**src/rtl/core/sasbc_pkg.sv**
```systemverilog
// ----------------------------------------------------------------------------
// sasbc_pkg: shared types and constants
// Field widths, queue geometry and the structs that pass between the front,
// the queue and the back of the subarray-sum counter.
// ----------------------------------------------------------------------------
`default_nettype none

package sasbc_pkg;

   // Fixed field widths.
   localparam int VALUE_W = 16;
   localparam int THR_W   = 27;
   localparam int WLEN_W  = 11;
   localparam int TOTAL_W = 20;

   // Queue between front and back.
   localparam int QUEUE_DEPTH = 4;
   localparam int QPTR_W      = 2;

   // One classified element as it travels from front to back.
   typedef struct packed {
      logic signed [VALUE_W-1:0] value;
      logic                      last;
      logic                      ovf;
   } item_type;

   // One result as it sits in the output register.
   typedef struct packed {
      logic [TOTAL_W-1:0] total;
      logic [WLEN_W-1:0]  wlen;
      logic               last;
      logic               ovf;
   } result_type;

endpackage

`default_nettype wire

```
**src/rtl/core/sasbc_front.sv**
```systemverilog
// ----------------------------------------------------------------------------
// sasbc_front: input classifier
// Accepts elements, counts them per array and tags those that arrive once
// the store is full, so that the back can skip them.
// ----------------------------------------------------------------------------
`default_nettype none

module sasbc_front
   import sasbc_pkg::*;
#(
   parameter int MAX_LEN = 1024
) (
   input  wire logic                      clock,
   input  wire logic                      reset,
   input  wire logic                      req_tvalid,
   output      logic                      req_tready,
   input  wire logic signed [VALUE_W-1:0] req_value,
   input  wire logic                      req_last,
   input  wire logic                      q_full,
   output      logic                      q_push,
   output      item_type                  q_item
);

   localparam int CNT_W = $clog2(MAX_LEN + 1);

   logic [CNT_W-1:0] count_ff;
   logic [CNT_W-1:0] count_in;
   logic             full_array;

   // The front only stalls when the queue has no room.
   assign req_tready = !q_full;
   assign q_push     = req_tvalid && req_tready;

   // An element is ignored once MAX_LEN elements of this array are stored.
   assign full_array   = (count_ff >= CNT_W'(MAX_LEN));
   assign q_item.value = req_value;
   assign q_item.last  = req_last;
   assign q_item.ovf   = full_array;

   // Element count of the current array; a last element starts a new one.
   always_comb begin
      count_in = count_ff;
      if (q_push) begin
         if (req_last) begin
            count_in = '0;
         end else if (!full_array) begin
            count_in = count_ff + CNT_W'(1);
         end
      end
   end

   always_ff @(posedge clock) begin
      if (reset) begin
         count_ff <= '0;
      end else begin
         count_ff <= count_in;
      end
   end

endmodule

`default_nettype wire

```
**config.mk**
```make
export PLATFORM = sky130hd
export DESIGN_NAME = sasbc_front
export DESIGN_NICKNAME = d
export VERILOG_FILES = /design/src/rtl/core/sasbc_pkg.sv /design/src/rtl/core/sasbc_front.sv
export SDC_FILE = /design/constraint.sdc
export NUM_CORES = 1
export LEC_CHECK = 0
export BUFFER_PORTS_ARGS = -buffer_cell sky130_fd_sc_hd__buf_2
export CAP_MARGIN = 15
export CORE_UTILIZATION = 48
export CTS_BUF_LIST = sky130_fd_sc_hd__clkbuf_8
export DETAILED_ROUTE_END_ITERATION = 7
export GPL_TIMING_DRIVEN = 0
export HOLD_SLACK_MARGIN = 0.06
export PLACE_DENSITY = 0.9
export SLEW_MARGIN = 20
export SYNTH_ARGS = -nofsm -noshare
export SYNTH_HDL_FRONTEND = slang
export SYNTH_SLANG_ARGS = --single-unit
```
**constraint.sdc**
```tcl
create_clock -name clock -period 1.8 [get_ports clock]
set_input_delay 0.27 -clock clock [delete_from_list [all_inputs] [get_ports clock]]
set_output_delay 0.27 -clock clock [all_outputs]
set_load 0.03 [all_outputs]
```
==> flow_metrics.py <==
metrics = {
    "finish": {
        "drive_above_1_share": 0.528,
        "n_fill_cell": 114,
        "reg_top3": "count_ff: 11 flops",
        "diodes": 0,
        "post-route-util": 0.677,
        "regMostFlops": "count_ff",
        "finalNetCount": 132,
        "syn_to_final_growth_pct": 25.2,
        "largest_reg_flops": 11,
    },
    "floorplanning": {
        "num_io_pins": 41,
        "die_w_um": 41.0,
        "core.rowCount": 13,
        "die_area_sq_um": 1680,
        "start_util": 0.541,
        "dieHeight_um": 41.0,
        "coreArea_sq_um": 1350,
    },
    "critical_path": {
        "worstSetupEndpointType": "flip-flop",
        "slowest_delay_ns": 0.43,
        "critPathBufInv": 0,
        "cp_max_fo": 4,
        "critical-path-top-delay-family": "simple AND/OR/NAND/NOR gates",
        "rrSetupSlack_ns": 0.40,
        "crit_arrival_ns": 1.52,
        "critical_path_class": "reg -> reg",
        "cpMaxStageDelayCell": "dfxtp_1",
        "cp-start-kind": "flip-flop",
        "worst_ep_required_time_ns": 1.92,
        "crit_chain": "ha_1 > and4b_1 > nand3_1 > xor2_1 > nor2_1",
    },
    "yosys": {
        "synth.area.top_cells": "dfxtp_1, buf_4, xnor2_1, xor2_1, nor2_1",
        "ys_ff_latch": 11,
        "netlist_top_cells_count": "buf_4, dfxtp_1, nor2_1",
        "synth_top_area_frac": 0.301,
        "synth.most_common_cell": "buf_4",
        "synthesis.area_sq_um": 731,
        "synth_flop_cell": "dfxtp_1",
        "synth.distinct_cells": 29,
        "synth-edff-count": 0,
        "syn_avg_cell_area_sq_um": 9.13,
        "ys_seq_area_frac": 0.301,
        "yosysWarnings": 0,
        "async_reset_ff_frac": 0,
        "syn-num-nets": 103,
        "syn_inst": 80,
        "yosys.area.top_type": "dfxtp_1",
    },
    "detailed_routing": {
        "ant_nets": 0,
        "first_pass_iters": 4,
        "drt-total-wl_um": 1320,
        "avgViaCountPerCell": 4.67,
        "drtIter0Drc": 5,
        "drc": 0,
        "wl_per_cell_um": 10.7,
        "vias": 574,
    },
    "timing": {
        "slew_headroom": 0.809,
        "setup_viol": 0,
        "max_clock_freq_ghz": 0.714,
        "final_hold_viol_count": 0,
        "drv_slew": 0,
        "tns_ns": 0,
        "period_share": 0.778,
        "setup_slack_ns": 0.400,
        "period_minus_slack_ns": 1.40,
        "rsz0062_at_grt": "no",
        "finClkSkew_ns": 0.00255,
        "worst_slew_pin_slew_ns": 0.285,
    },
    "clock_network": {
        "cts_num_sinks": 11,
        "cts_tree": "built",
        "clock_path_buffers": 2,
        "cts_buffers": 3,
        "cts_resized": 0,
        "post_cts_buffers": 0,
        "path_clk_slew_ns": 0.05,
        "postCtsHoldBufs": 0,
        "root_buffer": "clkbuf_8",
        "clk_latency_ns": 0.24,
        "htreeDepth": 1,
    },
    "place": {
        "io_buffers": 24,
        "gp_congestion": 0.852,
        "dp_hpwl_um": 1090,
        "post-place-ws_ns": 0.430,
    },
    "global_route": {
        "grtUsageTotal": 0.188,
        "antenna_found_initial": 0,
        "grt_pass1_vias": 481,
        "grt_pass1_wl_um": 2010,
        "overflow": 0,
        "grt_max_degree": 11,
    },
    "power": {
        "irDropWorstVdd_mv": 0.455,
        "leakage_uw": 0.000424,
        "powerDensity_nw_per_um2": 663,
    },
    "worst_hold_path": {
        "hp-class": "in -> reg",
    },
    "job": {
        "cap_violations": 0,
    },
    "run_status": {
        "status": "finished, final reports clean",
    },
}
==> layout make-up <==
| cell class | count | area (sq um) | area share |
|---|---|---|---|
| tap | 15 | 18.8 | 0.0205 |
| clock buffer | 3 | 41.3 | 0.0451 |
| sequential | 11 | 220 | 0.241 |
| inverter | 5 | 18.8 | 0.0205 |
| multi-input combinational | 44 | 348 | 0.380 |
| clock inverter | 1 | 3.75 | 0.00410 |
| buffer | 20 | 144 | 0.157 |
| timing repair buffer | 24 | 120 | 0.131 |
==> worst register-to-register path: cells and delay by family (launching register included) <==
kind | cells | cell delay (ns)
xor+xnor | 1 | 0.17
flops | 1 | 0.43
fa+ha+maj | 1 | 0.21
simple gates | 3 | 0.48
==> layer usage <==
metal,vias up,global-route usage,wire [um]
met5,-,0,0
met4,0,0.100,21
met2,19,0.309,714
li1,299,-,-
met1,254,0.219,516
met3,2,0.0489,66
==> kinds of logic (layout without fill, tap and decap cells) <==
logic type	after synthesis	in the layout	share of synthesized area
xor+xnor	8	8	0.0959
fa+ha+maj	2	2	0.0342
compound gates	6	6	0.0497
buf+inv	25	53	0.223
flops	11	11	0.301
simple gates	28	28	0.296
==> path summary, 6_finish.rpt <==
check	startpoint	to	cells after the start
max	count_ff[0]$_SDFFE_PP0P_	count_ff[4]$_SDFFE_PP0P_	5
min	reset	count_ff[1]$_SDFFE_PP0P_	2
max reg2reg	count_ff[0]$_SDFFE_PP0P_	count_ff[4]$_SDFFE_PP0P_	5
min reg2reg	count_ff[8]$_SDFFE_PP0P_	count_ff[8]$_SDFFE_PP0P_	2
==> layout by cell type, fill, tap and decap left out, drive strengths merged <==
cell type  count
nand2          1
xnor2          4
buf           43
nor4           1
a31oi          1
clkbuf         4
and3           2
and2b          1
inv            6
and4           1
and4b          1
nor2          10
nor4b          1
xor2           4
nand2b         2
nand4          1
nand3          5
ha             2
o21ai          1
a21oi          2
nand3b         1
dfxtp         11
a21o           2
nor3           1
==> metrics by stage <==
| stage | total power [uW] | instance area [sq um] | instances | hold WS [ns] |
|---|---|---|---|---|
| CTS | 612 | 915 | 123 | 0.197 |
| finish | 606 | 915 | 123 | 0.203 |
| floorplan | 348 | 731 | 80 | 0.339 |
| detailed placement | 377 | 870 | 119 | 0.445 |
| global route | 635 | 915 | 123 | 0.204 |
| global placement | 375 | 870 | 119 | 0.443 |
==> power breakdown <==
part           internal, uW  switching (uW)
Clock                   149            86.1
Sequential              246            3.69
Combinational          49.8            71.3
Total                   445             161
No activity file was read; power rests on OpenSTA's default activity.
