$ cat config.mk
export PLATFORM = sky130hd
export DESIGN_NAME = sasbc_queue
export DESIGN_NICKNAME = d
export VERILOG_FILES = /design/src/rtl/core/sasbc_pkg.sv /design/src/rtl/core/sasbc_queue.sv
export SDC_FILE = /design/constraint.sdc
export NUM_CORES = 1
export LEC_CHECK = 0
export BUFFER_PORTS_ARGS = -buffer_cell sky130_fd_sc_hd__buf_2
export CAP_MARGIN = 20
export CORE_AREA = 2 2 56 110
export CTS_BUF_LIST = sky130_fd_sc_hd__clkbuf_16
export CTS_CLUSTER_SIZE = 8
export DETAILED_ROUTE_END_ITERATION = 16
export DIE_AREA = 0 0 58 112
export MAX_ROUTING_LAYER = met4
export PLACE_DENSITY = 0.85
export SYNTH_ARGS = -nofsm -noshare
export SYNTH_HDL_FRONTEND = slang
export SYNTH_SLANG_ARGS = --single-unit
$ cat constraint.sdc
create_clock -name clock -period 2.2 [get_ports clock]
set_input_delay 0.44 -clock clock [delete_from_list [all_inputs] [get_ports clock]]
set_output_delay 0.44 -clock clock [all_outputs]
set_load 0.05 [all_outputs]
$ cat src/rtl/core/sasbc_pkg.sv
// ----------------------------------------------------------------------------
// sasbc_pkg: shared types and constants
// Field widths, queue geometry and the structs that pass between the front,
// the queue and the back of the subarray-sum counter.
// ----------------------------------------------------------------------------
`default_nettype none

package sasbc_pkg;

   // Fixed field widths.
   localparam int VALUE_W = 16;
   localparam int THR_W   = 27;
   localparam int WLEN_W  = 11;
   localparam int TOTAL_W = 20;

   // Queue between front and back.
   localparam int QUEUE_DEPTH = 4;
   localparam int QPTR_W      = 2;

   // One classified element as it travels from front to back.
   typedef struct packed {
      logic signed [VALUE_W-1:0] value;
      logic                      last;
      logic                      ovf;
   } item_type;

   // One result as it sits in the output register.
   typedef struct packed {
      logic [TOTAL_W-1:0] total;
      logic [WLEN_W-1:0]  wlen;
      logic               last;
      logic               ovf;
   } result_type;

endpackage

`default_nettype wire

$ cat src/rtl/core/sasbc_queue.sv
// ----------------------------------------------------------------------------
// sasbc_queue: element queue
// A short first-in first-out queue that lets the front keep accepting while
// the back works through the window of an earlier element.
// ----------------------------------------------------------------------------
`default_nettype none

module sasbc_queue
   import sasbc_pkg::*;
(
   input  wire logic     clock,
   input  wire logic     reset,
   input  wire logic     push,
   input  wire item_type push_item,
   input  wire logic     pop,
   output      logic     full,
   output      logic     empty,
   output      item_type head_item
);

   item_type          entry_ff [QUEUE_DEPTH];
   logic [QPTR_W-1:0] wr_ptr_ff;
   logic [QPTR_W-1:0] rd_ptr_ff;
   logic [QPTR_W:0]   count_ff;
   logic [QPTR_W:0]   count_in;

   assign full      = (count_ff == (QPTR_W + 1)'(QUEUE_DEPTH));
   assign empty     = (count_ff == '0);
   assign head_item = entry_ff[rd_ptr_ff];

   // Occupancy follows the push and pop transfers.
   always_comb begin
      count_in = count_ff;
      if (push && !pop) begin
         count_in = count_ff + (QPTR_W + 1)'(1);
      end else if (pop && !push) begin
         count_in = count_ff - (QPTR_W + 1)'(1);
      end
   end

   // Pointers and occupancy.
   always_ff @(posedge clock) begin
      if (reset) begin
         wr_ptr_ff <= '0;
         rd_ptr_ff <= '0;
         count_ff  <= '0;
      end else begin
         count_ff <= count_in;
         if (push) begin
            wr_ptr_ff <= wr_ptr_ff + QPTR_W'(1);
         end
         if (pop) begin
            rd_ptr_ff <= rd_ptr_ff + QPTR_W'(1);
         end
      end
   end

   // Entry storage needs no reset.
   always_ff @(posedge clock) begin
      if (push) begin
         entry_ff[wr_ptr_ff] <= push_item;
      end
   end

endmodule

`default_nettype wire

==> impl_metrics.py, run 1 <==
metrics = {
    "status": {
        "status": "finished clean",
    },
    "sta": {
        "fmax_mhz": 463,
        "maxSlewViolCount": 0,
        "slew_headroom": 0.816,
        "hold_viol_final": 0,
        "timing.final.crit_share": 0.982,
        "final-setup-viol-count": 0,
        "worstMarginPinSlew_ns": 0.276,
        "rsz0062_at_grt": "false",
        "fin_crit_ns": 2.16,
        "setup_tns_ns": 0,
        "finalClockSkew_ns": 0.00399,
    },
    "power": {
        "switching_share": 0.240,
        "p_per_area_mw_per_mm2": 1040,
        "combinationalPowerShare": 0.139,
        "power_leakage_nw": 1.33,
        "pwr-share-seq": 0.468,
        "netSwitchingPower_uw": 921,
        "clockPowerShare": 0.393,
        "irDropWorstVdd_mv": 1.28,
        "p_int_mw": 2.91,
    },
    "cts": {
        "root_buffer": "clkbuf_16",
        "cts.htree.levels": 3,
        "cts_resized": 0,
        "cts_setup_buffers": 0,
        "clk_latency_ns": 0.32,
        "clock-sinks": 81,
        "cts.reportedPaths.clkPinSlew_ns": 0.05,
        "cts_tree": "done",
        "cts_buffer_depth": 2,
        "cts_buffers": 9,
        "ctsHoldBuffers": 0,
    },
    "global_routing": {
        "grt_max_degree": 19,
        "gr-total-overflow": 0,
        "grt_pass1_wl_mm": 7.69,
        "antenna_found_initial": 0,
        "grt_pass1_vias": 1521,
        "grt.total_usage": 0.174,
    },
    "synth": {
        "syn-num-nets": 166,
        "ys_seq_area_frac": 0.763,
        "synthArstFlopShare": 0,
        "yosysTopAreaCellShare": 0.705,
        "ys_ff_latch": 81,
        "synth_area_leaders": "edfxtp_1 70%, mux4_2 7.3%, mux4_1 6.9%",
        "synth.distinct_cells": 22,
        "netlist_instances": 138,
        "ys.flop_type": "edfxtp_1",
        "yosysTopAreaCell": "edfxtp_1",
        "syn-mean-instance-area_um2": 22.2,
        "synth.cell_area_mm2": 0.00307,
        "yosysWarnings": 0,
        "synth_enable_flop_cells": 72,
    },
    "routing": {
        "dr.first_iter.drc_count": 70,
        "drc": 0,
        "drt_pass1_iterations": 4,
        "num_vias": 1422,
        "ant_nets": 0,
        "avgViaCountPerCell": 5.53,
        "routed_wl_mm": 4.70,
        "routedWlPerCell_um": 18.3,
    },
    "finish": {
        "n_antenna_cell": 0,
        "nets": 219,
        "final_common_cell": "edfxtp_1",
        "layout_common_cells": "72 x edfxtp_1, 41 x buf_2, 10 x mux4_2",
        "fin_util": 0.649,
        "drive_gt1_frac": 0.362,
        "instances_no_fill": 257,
        "syn2layout_area_growth_pct": 19.7,
        "fillers": 394,
    },
    "min_path": {
        "hp-class": "in -> reg",
    },
    "place": {
        "io_buffers": 41,
        "placedCellCount": 241,
        "place.gp.congestion": 0.695,
    },
    "worst_setup_path": {
        "crit_path_end_kind": "primary output",
        "critPathCapture": "head_item[13]",
        "rr_worst_depth": 4,
        "r2r_setup_slack_ns": 0.70,
        "crit_required_ns": 1.76,
        "critPathKind": "reg -> out",
        "path_max_fanout": 18,
        "reg2reg_from": "count_ff[0]",
        "r2r-end": "count_ff[2]",
        "startpoint_type": "flop",
        "worstPathArrival_ns": 1.72,
    },
    "floorplanning": {
        "rows": 39,
        "ios": 42,
        "die_w_um": 58,
        "die_y_um": 112,
        "core_area_mm2": 0.00566,
        "initial_core_util": 0.542,
        "die_area_mm2": 0.00650,
    },
    "flow_run": {
        "cap_violations": 0,
    },
}
-- power by group through the flow --
stage / logic, mW / registers [mW] / clock network, mW
2_1_floorplan: 0.414 / 1.82 / 0
3_5_place_dp: 0.540 / 1.83 / 0
4_1_cts: 0.542 / 1.80 / 1.55
6_report: 0.534 / 1.80 / 1.51
5_1_grt: 0.565 / 1.80 / 1.61
3_3_place_gp: 0.521 / 1.82 / 0
-- critical path: stages (launching register included) --
cell	delay, ns
dfxtp_1	0.35
buf_12	0.19
mux4_1	0.61
buf_2	0.24
-- logic make-up after synthesis --
kind of cell | Yosys count | synth area share
DFF | 81 | 0.763
AOI/OAI and AO/OA | 2 | 0.00326
muxes | 20 | 0.148
xor gates and xnor gates | 5 | 0.0143
and+or+nand+nor | 15 | 0.0241
buffers and inverters | 9 | 0.0196
adders and majority gates | 6 | 0.0269
-- worst min-delay path by stage --
stage	endpoint	slack (ns)	startpoint	depth (start not counted)
after global routing	entry_ff[3][4]	0.32	push_item[4]	1
after floorplan	count_ff[2]	0.47	count_ff[2]	2
after CTS	entry_ff[1][14]	0.32	push_item[14]	1
after global placement	count_ff[2]	0.48	count_ff[2]	2
final	entry_ff[1][14]	0.33	push_item[14]	1
after detailed placement	count_ff[2]	0.52	count_ff[2]	2
-- state kept, by name, summed over array words and instances, names as in the netlist, named ones only --
register,flops
entry_ff,72
count_ff,3
rd_ptr_ff,2
wr_ptr_ff,2
-- per-stage QoR --
stage          setup WS, ns  cell area [µm²]  power (mW)  hold slack (ns)
2_1_floorplan         0.258             3070        2.23            0.466
3_3_place_gp          0.367             3360        2.34            0.476
3_5_place_dp          0.271             3360        2.37            0.521
4_1_cts              0.0324             3670        3.88            0.316
5_1_grt             0.00242             3670        3.98            0.323
6_report             0.0386             3670        3.84            0.330
-- layout make-up --
cell class | instances | area [µm²] | share of cell area
well taps | 61 | 76.3 | 0.0208
clock buffers | 9 | 225 | 0.0613
repair buffers | 47 | 263 | 0.0716
flip-flops and latches | 81 | 2340 | 0.638
inverters | 4 | 15.0 | 0.00409
multi-input cells | 48 | 666 | 0.181
clock inverters | 7 | 85.1 | 0.0232
-- layer usage --
metal  vias to the layer above  GRT usage  part of all wire
li1                        667          -                 -
met1                       703      0.191              0.39
met2                        41      0.274              0.53
met3                        11     0.0511             0.044
met4                         0      0.101             0.034
met5                         -          -                 0
-- synthesized netlist by cell type (2+ instances only) --
master	instances
and2_1	4
xnor2_1	2
xor2_1	3
mux4_1	8
mux4_2	10
inv_1	4
mux2i_1	2
dfxtp_1	9
nor2_1	7
ha_1	5
buf_2	2
edfxtp_1	72
Note: power is estimated with default switching activity, not from simulation.
==> inputs of run 2 (changes only) <==
PLACE_DENSITY = 0.76   (was 0.85)
==> run 2 against run 1 <==
Net effect: sequential power hardly changed; sequential share of layout area grew 0.14 points; combinational power rose by 3%; cell count increased by 0.39%; sequential cell count did not move; cell area down 0.17%; via count grew 3.2%; die area unchanged; critical path type unchanged; largest cell class unchanged.
==> impl_metrics.py, run 2 (synthesis gave the netlist of run 1 again) <==
metrics = {
    "power": {
        "power_leakage_nw": 1.34,
        "p_per_area_mw_per_mm2": 1000,
        "irDropWorstVdd_mv": 0.966,
    },
    "sta": {
        "timing.final.crit_share": 0.963,
        "fmax_mhz": 472,
        "setup_tns_ns": 0,
        "final-setup-viol-count": 0,
        "slew_headroom": 0.806,
        "finalClockSkew_ns": 0.00504,
        "rsz0062_at_grt": "false",
        "worstMarginPinSlew_ns": 0.291,
        "hold_viol_final": 0,
        "fin_crit_ns": 2.12,
        "maxSlewViolCount": 0,
    },
    "finish": {
        "largest-register": "entry_ff",
        "multi_input_area_um2": 666,
        "drive_gt1_frac": 0.360,
        "fillers": 389,
        "final_area_mm2": 0.00367,
        "regArea_mm2": 0.00234,
        "final_common_cell": "edfxtp_1",
        "syn2layout_area_growth_pct": 19.5,
        "largest_reg_flops": 72,
        "n_antenna_cell": 0,
        "layout_common_cells": "72 x edfxtp_1, 40 x buf_2, 11 x clkbuf_16",
        "top_regs": "entry_ff (72), count_ff (3)",
        "nets": 220,
    },
    "floorplanning": {
        "rows": 39,
        "die_w_um": 58,
        "ios": 42,
        "die_area_mm2": 0.00650,
        "core_area_mm2": 0.00566,
        "initial_core_util": 0.542,
        "die_y_um": 112,
    },
    "cts": {
        "ctsHoldBuffers": 0,
        "clk_latency_ns": 0.34,
        "root_buffer": "clkbuf_16",
        "cts_buffer_depth": 2,
        "cts.htree.levels": 3,
        "cts_setup_buffers": 0,
        "cts_buffers": 9,
        "cts_tree": "done",
        "clock-sinks": 81,
        "cts.reportedPaths.clkPinSlew_ns": 0.05,
    },
    "routing": {
        "drc": 0,
        "routedWlPerCell_um": 19.7,
        "routed_wl_mm": 5.08,
        "drt_pass1_iterations": 4,
        "num_vias": 1468,
        "ant_nets": 0,
        "dr.first_iter.drc_count": 61,
        "avgViaCountPerCell": 5.69,
    },
    "place": {
        "io_buffers": 41,
        "hpwl_mm": 3.39,
        "place.gp.congestion": 0.681,
        "place_area_mm2": 0.00336,
    },
    "global_routing": {
        "grt_pass1_wl_mm": 8.06,
        "grt_max_degree": 19,
        "antenna_found_initial": 0,
        "gr-total-overflow": 0,
        "grt.total_usage": 0.185,
        "grt_pass1_vias": 1608,
    },
    "min_path": {
        "hp-class": "in -> reg",
    },
    "worst_setup_path": {
        "crit_path_end_kind": "primary output",
        "startpoint_type": "flop",
        "critPathKind": "reg -> out",
        "crit_required_ns": 1.76,
        "worstPathArrival_ns": 1.68,
        "path_max_fanout": 9,
    },
    "status": {
        "status": "finished clean",
    },
    "flow_run": {
        "cap_violations": 0,
    },
}
run 2: worst max-delay path, cell delays in order, from the launching register on:
cell     delay, ns
dfxtp_2       0.38
buf_12        0.15
mux4_1        0.58
buf_2         0.24
run 2: final timing paths:
path | from | end | slack [ns] | depth (start not counted)
setup reg to reg | count_ff[0] | count_ff[2] | 0.68 | 4
setup / recovery | flop | head_item[17] | 0.08 | 3
hold / removal | push_item[3] | entry_ff[3][3] | 0.32 | 1
hold reg to reg | count_ff[2] | count_ff[2] | 0.52 | 2
run 2: timing repair:
| item | in CTS | in global routing |
|---|---|---|
| gates resized for setup | 0 | 2 |
| hold endpoints to repair | 0 | 0 |
| endpoints found under the setup margin | 0 | 2 |
run 2: area by class of cell:
type / count / share of cell area
sequential: 81 / 0.639
tap: 61 / 0.0208
clock inverter: 6 / 0.00683
clock buffer: 10 / 0.0683
timing repair buffer: 48 / 0.0792
multi-input combinational: 48 / 0.182
inverter: 4 / 0.00410
run 2: layer usage:
layer	GRT usage	vias to the layer above	routed length (µm)
met5	-	-	0
met4	0.107	0	174
met3	0.0616	19	268
met2	0.309	45	2890
met1	0.180	743	1740
li1	-	661	-
run 2: stage by stage:
stage,power [mW],hold slack (ns),util,instances,setup WS (ns)
floorplan,2.23,0.466,-,138,0.258
global placement,2.34,0.477,0.594,241,0.365
detailed placement,2.38,0.507,0.594,241,0.209
CTS,3.71,0.311,0.643,257,0.0205
global route,3.81,0.313,0.648,258,0.0336
finish,3.68,0.322,0.648,258,0.0807
run 2: power breakdown:
part           internal [mW]  switching (mW)
logic                  0.182           0.368
clock network          0.810           0.525
registers               1.76          0.0357
total                   2.76           0.929
==> inputs of run 3 (changes only) <==
clock period = 2.1 ns   (was 2.2 ns; I/O delays follow)
==> run 3 against run 2 <==
Net effect: sequential power is 4% higher; cell area is 1.9% higher; routed wire length is 0.81% lower; clock skew hardly changed; total power is 6.0% higher; cell count stayed put; sequential share of layout area is 1.2 points lower; die area stayed put; utilization is 1.3 points higher; critical endpoint is now head_item[11].
==> impl_metrics.py, run 3 (synthesis gave the netlist of run 1 again) <==
metrics = {
    "status": {
        "status": "finished clean",
    },
    "min_path": {
        "hp-class": "in -> reg",
        "min-delay-start": "push_item[5]",
    },
    "sta": {
        "fin_crit_ns": 2.08,
        "timing.final.crit_share": 0.992,
        "finalClockSkew_ns": 0.00497,
        "hold_viol_final": 0,
        "fmax_mhz": 480,
        "rsz0062_at_grt": "true",
        "maxSlewViolCount": 0,
        "worstMarginPinSlew_ns": 0.275,
        "slew_headroom": 0.815,
        "final-setup-viol-count": 0,
    },
    "finish": {
        "final_area_mm2": 0.00374,
        "instances_no_fill": 258,
        "drive_gt1_frac": 0.360,
        "largest-register": "entry_ff",
        "top_regs": "entry_ff (72), count_ff (3)",
        "largest_reg_flops": 72,
        "final_common_cell": "edfxtp_1",
        "fillers": 373,
        "layout_common_cells": "72 x edfxtp_1, 28 x buf_2, 10 x mux4_2, 10 x clkbuf_16",
        "fin_util": 0.660,
        "syn2layout_area_growth_pct": 21.8,
        "n_antenna_cell": 0,
        "nets": 220,
    },
    "place": {
        "place_area_mm2": 0.00336,
        "io_buffers": 41,
        "placedCellCount": 241,
        "hpwl_mm": 3.39,
        "place.gp.congestion": 0.681,
    },
    "power": {
        "irDropWorstVdd_mv": 0.954,
        "power_leakage_nw": 1.37,
        "p_per_area_mw_per_mm2": 1040,
        "p_total_mw": 3.90,
    },
    "cts": {
        "root_buffer": "clkbuf_16",
        "cts_buffer_depth": 2,
        "cts.reportedPaths.clkPinSlew_ns": 0.05,
        "cts_tree": "done",
        "clk_latency_ns": 0.33,
        "cts_setup_buffers": 0,
        "cts_buffers": 9,
        "ctsHoldBuffers": 0,
        "clock-sinks": 81,
        "cts.htree.levels": 3,
    },
    "floorplanning": {
        "core_area_mm2": 0.00566,
        "rows": 39,
        "die_w_um": 58,
        "die_y_um": 112,
        "die_area_mm2": 0.00650,
        "initial_core_util": 0.542,
        "ios": 42,
    },
    "worst_setup_path": {
        "worstPathArrival_ns": 1.66,
        "path_max_fanout": 9,
        "crit_path_end_kind": "primary output",
        "startpoint_type": "flop",
        "crit_required_ns": 1.68,
        "critPathKind": "reg -> out",
        "reg2reg_from": "count_ff[0]",
    },
    "routing": {
        "met2_length_mm": 2.95,
        "avgViaCountPerCell": 5.71,
        "num_vias": 1474,
        "routedWlPerCell_um": 19.5,
        "m1WireLength_mm": 1.65,
        "top_layer": "met4",
        "ant_nets": 0,
        "drc": 0,
        "wl_met3_um": 315,
        "dr.first_iter.drc_count": 52,
        "drt_pass1_iterations": 4,
        "routed_wl_mm": 5.03,
    },
    "global_routing": {
        "antenna_found_initial": 0,
        "grt.total_usage": 0.187,
        "grt_max_degree": 19,
        "grt_pass1_wl_mm": 8.14,
        "gr-total-overflow": 0,
        "grt_pass1_vias": 1620,
    },
    "flow_run": {
        "cap_violations": 0,
    },
}
run 3: cell count changes in the layout (fill, tap and decap cells not counted):
cell / before / now
buf_2: 40 / 28
buf_6: 0 / 9
buf_4: 5 / 9
bufbuf_16: 0 / 1
clkbuf_16: 11 / 10
clkbuf_4: 1 / 0
run 3: layout make-up:
class | instances | area, µm² | area share
Clock inverter | 6 | 25.0 | 0.00670
Multi-Input combinational cell | 48 | 666 | 0.178
Timing Repair Buffer | 48 | 362 | 0.0968
Clock buffer | 10 | 250 | 0.0670
Inverter | 4 | 15.0 | 0.00402
Sequential cell | 81 | 2340 | 0.627
Tap cell | 61 | 76.3 | 0.0204
run 3: critical path, stage by stage (launching register included):
cell	delay, ns
dfxtp_2	0.35
bufbuf_16	0.29
mux4_2	0.51
buf_6	0.17
run 3: power breakdown:
group	leakage (nW)	switching, mW	internal (mW)	total [mW]
combinational	0.487	0.393	0.234	0.627
sequential	0.736	0.0364	1.85	1.88
clock	0.145	0.545	0.849	1.39
run 3: repair_timing:
item                                    in CTS  in global routing
gates resized for setup                     21                  4
cloned                                       1                  0
endpoints found under the setup margin       7                 11
hold endpoints to repair                     0                  0
pin swaps                                    0                  0
run 3: final timing paths:
| path | endpoint | slack [ns] | cells after the start |
|---|---|---|---|
| setup reg to reg | count_ff[2] | 0.58 | 4 |
| hold reg to reg | count_ff[2] | 0.51 | 2 |
| setup / recovery | head_item[11] | 0.02 | 3 |
| hold / removal | entry_ff[0][5] | 0.30 | 1 |
run 3: per-layer routing:
metal | track usage | up-vias
met5 | - | -
met4 | 0.107 | 0
li1 | - | 661
met1 | 0.182 | 741
met2 | 0.313 | 59
met3 | 0.0616 | 13
run 3: through the flow:
step           setup TNS [ns]  hold WS (ns)  setup slack (ns)
6_report                    0         0.303            0.0159
5_1_grt                -0.316         0.293           -0.0467
4_1_cts               -0.0106         0.291          -0.00523
3_5_place_dp                0         0.507             0.129
3_3_place_gp                0         0.477             0.285
2_1_floorplan               0         0.466             0.178
